==> config.mk <==
export PLATFORM = sky130hd
export DESIGN_NAME = caller_id_fsk_deframer
export DESIGN_NICKNAME = d
export VERILOG_FILES = /design/src/rtl/cidf_pkg.sv /design/src/rtl/caller_id_fsk_deframer.sv /design/src/rtl/cidf_core.sv
export SDC_FILE = /design/constraint.sdc
export NUM_CORES = 1
export LEC_CHECK = 0
export ABC_CLOCK_PERIOD_IN_PS = 5100
export BUFFER_PORTS_ARGS = -buffer_cell sky130_fd_sc_hd__buf_2
export CORE_MARGIN = 1
export CORE_UTILIZATION = 60
export DETAILED_ROUTE_END_ITERATION = 10
export PLACE_DENSITY = 0.83
export SETUP_SLACK_MARGIN = 0.2
export SYNTH_ARGS = -nofsm -noshare
export SYNTH_HDL_FRONTEND = slang
export SYNTH_SLANG_ARGS = --single-unit
export TNS_END_PERCENT = 10
==> constraint.sdc <==
create_clock -name clk_i -period 5.1 [get_ports clk_i]
set_input_delay 1.53 -clock clk_i [delete_from_list [all_inputs] [get_ports clk_i]]
set_output_delay 1.53 -clock clk_i [all_outputs]
set_load 0.005 [all_outputs]
==> src/rtl/cidf_pkg.sv <==
// Package for the caller-ID FSK deframer: phase encoding, framing byte codes
// and the event record passed from the step logic to the top level.
// Depends on nothing.
package cidf_pkg;

  localparam logic [7:0] SeizeByte  = 8'h55;
  localparam logic [7:0] TypeA      = 8'h02;
  localparam logic [7:0] TypeB      = 8'h04;
  localparam logic [7:0] ShortLimit = 8'h10;
  localparam logic [7:0] AsciiZero  = 8'h30;
  localparam logic [7:0] IndexMax   = 8'hFF;

  typedef enum logic [1:0] {
    PhWait   = 2'd0,
    PhSeized = 2'd1,
    PhTyped  = 2'd2,
    PhDigits = 2'd3
  } phase_e;

  typedef enum logic {
    EvDigit  = 1'b0,
    EvFinish = 1'b1
  } event_e;

  typedef struct packed {
    logic       valid;
    event_e     kind;
    logic [7:0] value;
    logic [7:0] index;
  } event_t;

endpackage

==> src/rtl/caller_id_fsk_deframer.sv <==
// Top level of the caller-ID FSK deframer: input register, framing logic
// and output register on stream interfaces.
// Depends on cidf_pkg and cidf_core.
// An event passes through the input register and then the output register on its way to the master side.
// Throughput: one byte per cycle, limited only by master-side back-pressure.
// The input and output registers each hold one request; slave-side ready follows master-side ready.
// Reset clears the phase, the seizure run, the counts and both valid flags.
module caller_id_fsk_deframer #(
  parameter int BUF_DEPTH = 256
) (
  input  logic        clk_i,
  input  logic        rst_ni,
  input  logic        s_axis_tvalid,
  output logic        s_axis_tready,
  input  logic [7:0]  s_axis_tdata,   // [7:0] rx_byte
  output logic        m_axis_tvalid,
  input  logic        m_axis_tready,
  output logic [15:0] m_axis_tdata,   // [7:0] digit_value, [15:8] digit_index
  output logic        m_axis_tuser    // [0] event_kind
);

  logic             in_valid_q;
  logic [7:0]       in_byte_q;
  logic             out_valid_q;
  logic             out_kind_q;
  logic [15:0]      out_data_q;
  logic             advance;
  logic             out_free;
  cidf_pkg::event_t event_w;

  assign out_free      = !out_valid_q || m_axis_tready;
  assign advance       = in_valid_q && out_free;
  assign s_axis_tready = !in_valid_q || advance;

  always_ff @(posedge clk_i or negedge rst_ni) begin
    if (!rst_ni) begin
      in_valid_q <= 1'b0;
    end else if (s_axis_tready) begin
      in_valid_q <= s_axis_tvalid;
    end
  end

  always_ff @(posedge clk_i) begin
    if (s_axis_tready && s_axis_tvalid) begin
      in_byte_q <= s_axis_tdata;
    end
  end

  cidf_core #(
    .BUF_DEPTH(BUF_DEPTH)
  ) u_core (
    .clk_i  (clk_i),
    .rst_ni (rst_ni),
    .step_i (advance),
    .byte_i (in_byte_q),
    .event_o(event_w)
  );

  always_ff @(posedge clk_i or negedge rst_ni) begin
    if (!rst_ni) begin
      out_valid_q <= 1'b0;
    end else if (out_free) begin
      out_valid_q <= advance && event_w.valid;
    end
  end

  always_ff @(posedge clk_i) begin
    if (advance && event_w.valid) begin
      out_kind_q <= event_w.kind;
      out_data_q <= {event_w.index, event_w.value};
    end
  end

  assign m_axis_tvalid = out_valid_q;
  assign m_axis_tdata  = out_data_q;
  assign m_axis_tuser  = out_kind_q;

  assert property (@(posedge clk_i) disable iff (!rst_ni)
    m_axis_tvalid && m_axis_tuser == cidf_pkg::EvFinish |-> m_axis_tdata[7:0] == 8'h00)
    else $error("Finish event carries a non-zero digit value.");

  assert property (@(posedge clk_i) disable iff (!rst_ni)
    advance |-> in_valid_q && out_free)
    else $error("Framing logic stepped without a held byte or a free output.");

  assert property (@(posedge clk_i) disable iff (!rst_ni)
    in_valid_q && !out_free |=> in_valid_q && $stable(in_byte_q))
    else $error("Held byte was lost while the output was stalled.");

endmodule

==> src/rtl/cidf_core.sv <==
// Framing state machine of the caller-ID FSK deframer: seizure, type, length
// and digit phases, one received byte per enabled cycle.
// Depends on cidf_pkg.
module cidf_core #(
  parameter int BUF_DEPTH = 256
) (
  input  logic             clk_i,
  input  logic             rst_ni,
  input  logic             step_i,
  input  logic [7:0]       byte_i,
  output cidf_pkg::event_t event_o
);

  localparam int CntW = $clog2(BUF_DEPTH + 1);

  cidf_pkg::phase_e phase_q, phase_d;
  logic [1:0]       run_q, run_d;
  logic [CntW-1:0]  expected_q, expected_d;
  logic [CntW-1:0]  stored_q, stored_d;
  logic [8:0]       stored_ext;

  assign stored_ext = 9'(stored_q);

  always_ff @(posedge clk_i or negedge rst_ni) begin
    if (!rst_ni) begin
      phase_q    <= cidf_pkg::PhWait;
      run_q      <= '0;
      expected_q <= '0;
      stored_q   <= '0;
    end else if (step_i) begin
      phase_q    <= phase_d;
      run_q      <= run_d;
      expected_q <= expected_d;
      stored_q   <= stored_d;
    end
  end

  always_comb begin
    phase_d    = phase_q;
    run_d      = run_q;
    expected_d = expected_q;
    stored_d   = stored_q;
    event_o    = '{valid: 1'b0, kind: cidf_pkg::EvDigit, value: 8'h00, index: 8'h00};
    unique case (phase_q)
      cidf_pkg::PhWait: begin
        if (byte_i == cidf_pkg::SeizeByte) begin
          if (run_q == 2'd2) begin
            run_d   = '0;
            phase_d = cidf_pkg::PhSeized;
          end else begin
            run_d = run_q + 2'd1;
          end
        end else begin
          run_d = '0;
        end
      end
      cidf_pkg::PhSeized: begin
        if (byte_i == cidf_pkg::TypeA || byte_i == cidf_pkg::TypeB) begin
          phase_d = cidf_pkg::PhTyped;
        end
      end
      cidf_pkg::PhTyped: begin
        if (byte_i < cidf_pkg::ShortLimit) begin
          expected_d = CntW'(byte_i[3:0]);
        end else begin
          expected_d = CntW'(BUF_DEPTH);
        end
        stored_d = '0;
        phase_d  = cidf_pkg::PhDigits;
      end
      cidf_pkg::PhDigits: begin
        event_o.valid = 1'b1;
        if (stored_q < expected_q) begin
          event_o.kind  = cidf_pkg::EvDigit;
          event_o.value = byte_i - cidf_pkg::AsciiZero;
          event_o.index = stored_ext[7:0];
          stored_d      = stored_q + CntW'(1);
        end else begin
          event_o.kind  = cidf_pkg::EvFinish;
          event_o.index = stored_ext[8] ? cidf_pkg::IndexMax : stored_ext[7:0];
          phase_d       = cidf_pkg::PhWait;
        end
      end
      default: begin
        phase_d = cidf_pkg::PhWait;
      end
    endcase
  end

  assert property (@(posedge clk_i) disable iff (!rst_ni)
    phase_q == cidf_pkg::PhDigits |-> stored_q <= expected_q)
    else $error("Digit count has passed the message length.");

  assert property (@(posedge clk_i) disable iff (!rst_ni)
    run_q != 2'd3)
    else $error("Seizure run has reached an impossible value.");

  assert property (@(posedge clk_i) disable iff (!rst_ni)
    event_o.valid |-> phase_q == cidf_pkg::PhDigits)
    else $error("An event was raised outside the digit phase.");

endmodule

Word level (Yosys, flattened, before mapping)
Index checks and enable logic that the tools add are counted.
- eq/ne operators: 12
- add/subtract/negate cells: 3
- reductions and logical operators: 15
- magnitude comparators: 2
- muxes and demuxes: 15
- operator list (kind ; number):
    $mux W8 ; 3
    $mux W18 ; 1
    $mux W9 ; 2
    $pmux W9 S2 ; 1
    $mux W2 ; 6
    $add A9 B1 Y9 const B ; 1
    $lt A9 B9 Y1 ; 1
    $eq A8 B2 Y1 const B ; 1
    $eq A8 B3 Y1 const B ; 1
    $eq A8 B7 Y1 const B ; 1
    $lt A8 B5 Y1 const B ; 1
    $ne A2 B1 Y1 const B ; 4
    $pmux W2 S4 ; 1
    $sub A8 B6 Y8 const B ; 1
    $eq A2 B2 Y1 const B ; 3
    $reduce_and A2 Y1 ; 3
    $reduce_and A5 Y1 ; 1
    $logic_and A1 B1 Y1 ; 3
    $logic_or A1 B1 Y1 ; 3
    $reduce_and A3 Y1 ; 1
    $add A2 B1 Y2 const B ; 1
    $eq A2 B1 Y1 const B ; 1
    $logic_not A1 Y1 ; 2
    $logic_not A2 Y1 ; 1
    other kinds (3) ; 3
- bits in registers: 49

Depth between registers and ports, before layout
- depth after elaboration: 5
- depth in mapped cells: 8
- gate-level depth less buffers: 7

By module
From an unflattened synthesis, not the netlist that was laid out.
- cells, all modules: 179
- area total of the unflattened synthesis: 2199.6 µm²
- by module, submodules not included (module ; times used ; area each (µm²) ; cells an instance):
    cidf_core ; 1 ; 1337.5 ; 144
    caller_id_fsk_deframer ; 1 ; 862.1 ; 35

Worst setup path before layout
No wires, ideal clock.
- kind: input -> output
- start: input m_axis_tready
- end: output s_axis_tready
- stages: 1
- path slack: 1.866 ns
- arrival time: 1.704 ns
- path through: nand3b_1
- longest elaborated chain between the ends: 3
- RTL lines (what ; RTL line ; source):
    from (decl) ; caller_id_fsk_deframer.sv:17 ; input logic m_axis_tready,
    $logic_or A1 B1 Y1 ; caller_id_fsk_deframer.sv:31 ; assign out_free = !out_valid_q || m_axis_tready;
    $logic_and A1 B1 Y1 ; caller_id_fsk_deframer.sv:32 ; assign advance = in_valid_q && out_free;
    $logic_or A1 B1 Y1 ; caller_id_fsk_deframer.sv:33 ; assign s_axis_tready = !in_valid_q || advance;
    to (decl) ; caller_id_fsk_deframer.sv:14 ; output logic s_axis_tready,
Every way passes these cells.

Worst setup path in the final report
Ends and elaborated chain as after synthesis.

==> flow_summary.yaml <==
sta:
  period_minus_slack_ns: 3.49
  fin_skew_ns: 0.00395
  rsz0062_at_grt: "no"
  tightestPinTransition_ns: 0.764
  hold_slack_ns: 0.479
  fin_crit_sh_pct: 68.3
  setup_ws_ns: 1.61
  fmax_mhz: 287
  finalHoldViolations: 0
  slew-limit-headroom_pct: 49.1
  maxSlewViolCount: 0
  fin_setup_tns_ns: 0
  setup_violations: 0
run:
  drv_cap: 0
routing:
  viasPerCell: 5.91
  wl_per_cell_um: 15.6
  initialDrtViolationCount: 137
  routed_wirelength_mm: 4.30
  vias: 1631
  firstDrtPassIters: 5
  drcViolationCount: 0
  ant_nets: 0
power_and_ir_drop:
  power_density_nw_per_um2: 487
  p_total_mw: 1.22
  worst_ir_drop_vdd_mv: 0.313
  p_leak_nw: 1.06
worst_setup_path:
  endpoint_kind: "output pin"
  worst_path_max_delay_cell: "nand3b_1"
  critical_path.max_stage_delay_ns: 0.18
  path_buf_inv: 2
  cp_data_required_time_ns: 3.57
  crit_arrival_ns: 1.96
  worst_path_most_repeated_cell: "buf_2"
  path_delay_family: "buffers and inverters"
  r2r_slack_ns: 2.82
  rr_worst_depth: 6
  cp_max_fo: 3
  path_cells: "buf_2 -> nand3b_1 -> buf_2"
  worstReg2RegStart: "u_core.stored_ext[2]"
  r2r_end: "m_axis_tdata[15]"
  critPathLaunchType: "primary input"
  criticalPathCategory: "primary input to output pin"
finish:
  layout-drive-gt1-share_pct: 18.3
  fin_area_um2: 2510
  syn_to_final_growth_pct: 13.3
  final_core_util_pct: 72.9
  antenna_cells: 0
  final_cell_mix: "30 x buf_2, 25 x edfxtp_1, 23 x nand2_1"
  seq_area_um2: 1250
  finalNetCount: 255
  fillers: 244
  layout.cells.non_filler: 276
  multi_input_area_um2: 890
  final_common_cell: "buf_2"
placement:
  preCtsSetupSlack_ns: 1.62
  placed_cells: 268
  gp_congestion: 0.810
  placed_cell_area_um2: 2390
  dp_hpwl_mm: 3.07
  portBuffers: 30
synth:
  synthTopCellsByArea: "edfxtp_1 34%, dfrtp_1 23%, ha_1 7.9%"
  yosysWarnings: 0
  ys_ff_latch: 45
  netlist_area_um2: 2220
  synth_fp_nets: 224
  synth_cells: 198
  yosys.area_share.adder_pct: 7.91
  synthXorXnorAreaFrac_pct: 1.19
  synth_enable_flop_cells: 25
  synth_mux_area_share_pct: 0.960
  synth_largest_area_cell: "edfxtp_1"
  synth.distinct_cells: 39
  synth_simple_gate_area_share_pct: 17.7
  async_flop_share_pct: 44.4
  synth_top_family_by_area: "simple AND/OR/NAND/NOR gates"
  synth_compound_area_share_pct: 12.4
  synth_top_cell_area_share_pct: 33.9
  synthFlopType: "edfxtp_1"
  postSynthAreaPerCell_um2: 11.2
  seq_area_frac_synth_pct: 56.5
global_route:
  grt_pass1_wl_mm: 7.02
  antenna_found_initial: 0
  grt_max_degree: 24
  overflow: 0
  track_usage_pct: 23.2
  grt_pass1_vias: 1536
die:
  core_area_um2: 3440
  die-area_um2: 3940
  die_h_um: 62.8
  rows: 21
  die_w_um: 62.8
  ios: 31
  initial_core_util_pct: 64.4
clocking:
  ctsResizeCount: 0
  clock_path_buffers: 2
  clock_latency_ns: 0.29
  clk_pin_slew_worst_paths_ns: 0.07
  cts.htree.levels: 2
  cts_sinks: 45
  cts_setup_buffers: 0
  cts-root-buf: "clkbuf_8"
  cts_tree: "built"
  ctsHoldBuffers: 0
  numCtsBuffers: 5
outcome:
  status: "complete, no violations"
min_path:
  worstHoldStart: "u_core.expected_q[1]"
  holdPathEnd: "u_core.expected_q[1]"
  hold_class: "register to register"
  hold_depth: 2
synth_stat cells, types with 2 or more instances:
master    count
nor2_1       12
and2_1        9
or3_1         3
o21a_1        8
o211ai_1      8
xor2_1        2
buf_2         2
dfrtp_1      20
a21o_1        2
nand2_1      23
o311ai_0      4
clkbuf_1      2
or4_1         2
o21ai_0       8
inv_1        12
edfxtp_1     25
nor4_1        2
nand3_1      11
nand2b_1      5
ha_1         14
a21oi_1       4
nand4_1       3
cell type report:
class / instances / share of cell area [%]
sequential: 45 / 49.9
multi-input combinational: 135 / 35.4
timing repair buffer: 30 / 5.98
clock buffer: 7 / 3.44
tap: 46 / 2.29
inverter: 12 / 1.79
clock inverter: 1 / 1.20
kinds of logic (layout without fill, tap and decap cells):
logic type | count (synthesis) | count (layout)
simple gates | 76 | 76
buf+inv | 18 | 50
xor+xnor | 3 | 3
flops | 45 | 45
mux | 2 | 2
compound gates | 40 | 40
fa+ha+maj | 14 | 14
worst max-delay path by stage:
| stage | from | endpoint | cells after the start |
|---|---|---|---|
| 5_1_grt | m_axis_tready | s_axis_tready | 3 |
| 3_5_place_dp | m_axis_tready | s_axis_tready | 3 |
| 4_1_cts | m_axis_tready | s_axis_tready | 3 |
| 3_3_place_gp | m_axis_tready | s_axis_tready | 3 |
| 6_report | m_axis_tready | s_axis_tready | 3 |
| 2_1_floorplan | m_axis_tready | s_axis_tready | 1 |
routing by layer:
metal | part of all wire (%) | vias to the layer above | global-route usage (%)
met5 | 0 | - | 0
met4 | 1.8 | 0 | 9.59
met3 | 5.1 | 8 | 4.56
met2 | 52 | 65 | 37.6
met1 | 41 | 790 | 30.6
li1 | - | 768 | -
state kept, by name, summed over array words and instances (netlist names):
register           cells
u_core.stored_ext      9
m_axis_tvalid          1
m_axis_tdata          16
in_valid_q             1
u_core.run_q           2
m_axis_tuser           1
in_byte_q              8
u_core.phase_q         2
u_core.expected_q      5
where the power goes:
part / switching, mW / internal (mW)
Combinational: 0.243 / 0.150
Sequential: 0.0761 / 0.483
Clock: 0.112 / 0.160
Total: 0.431 / 0.792
worst min-delay path, cell delays in order (launching register included):
cell and delay, ns:
dfrtp_1 0.34, nand2_1 0.04, o21ai_0 0.06
No activity file was read; power rests on OpenSTA's default activity.
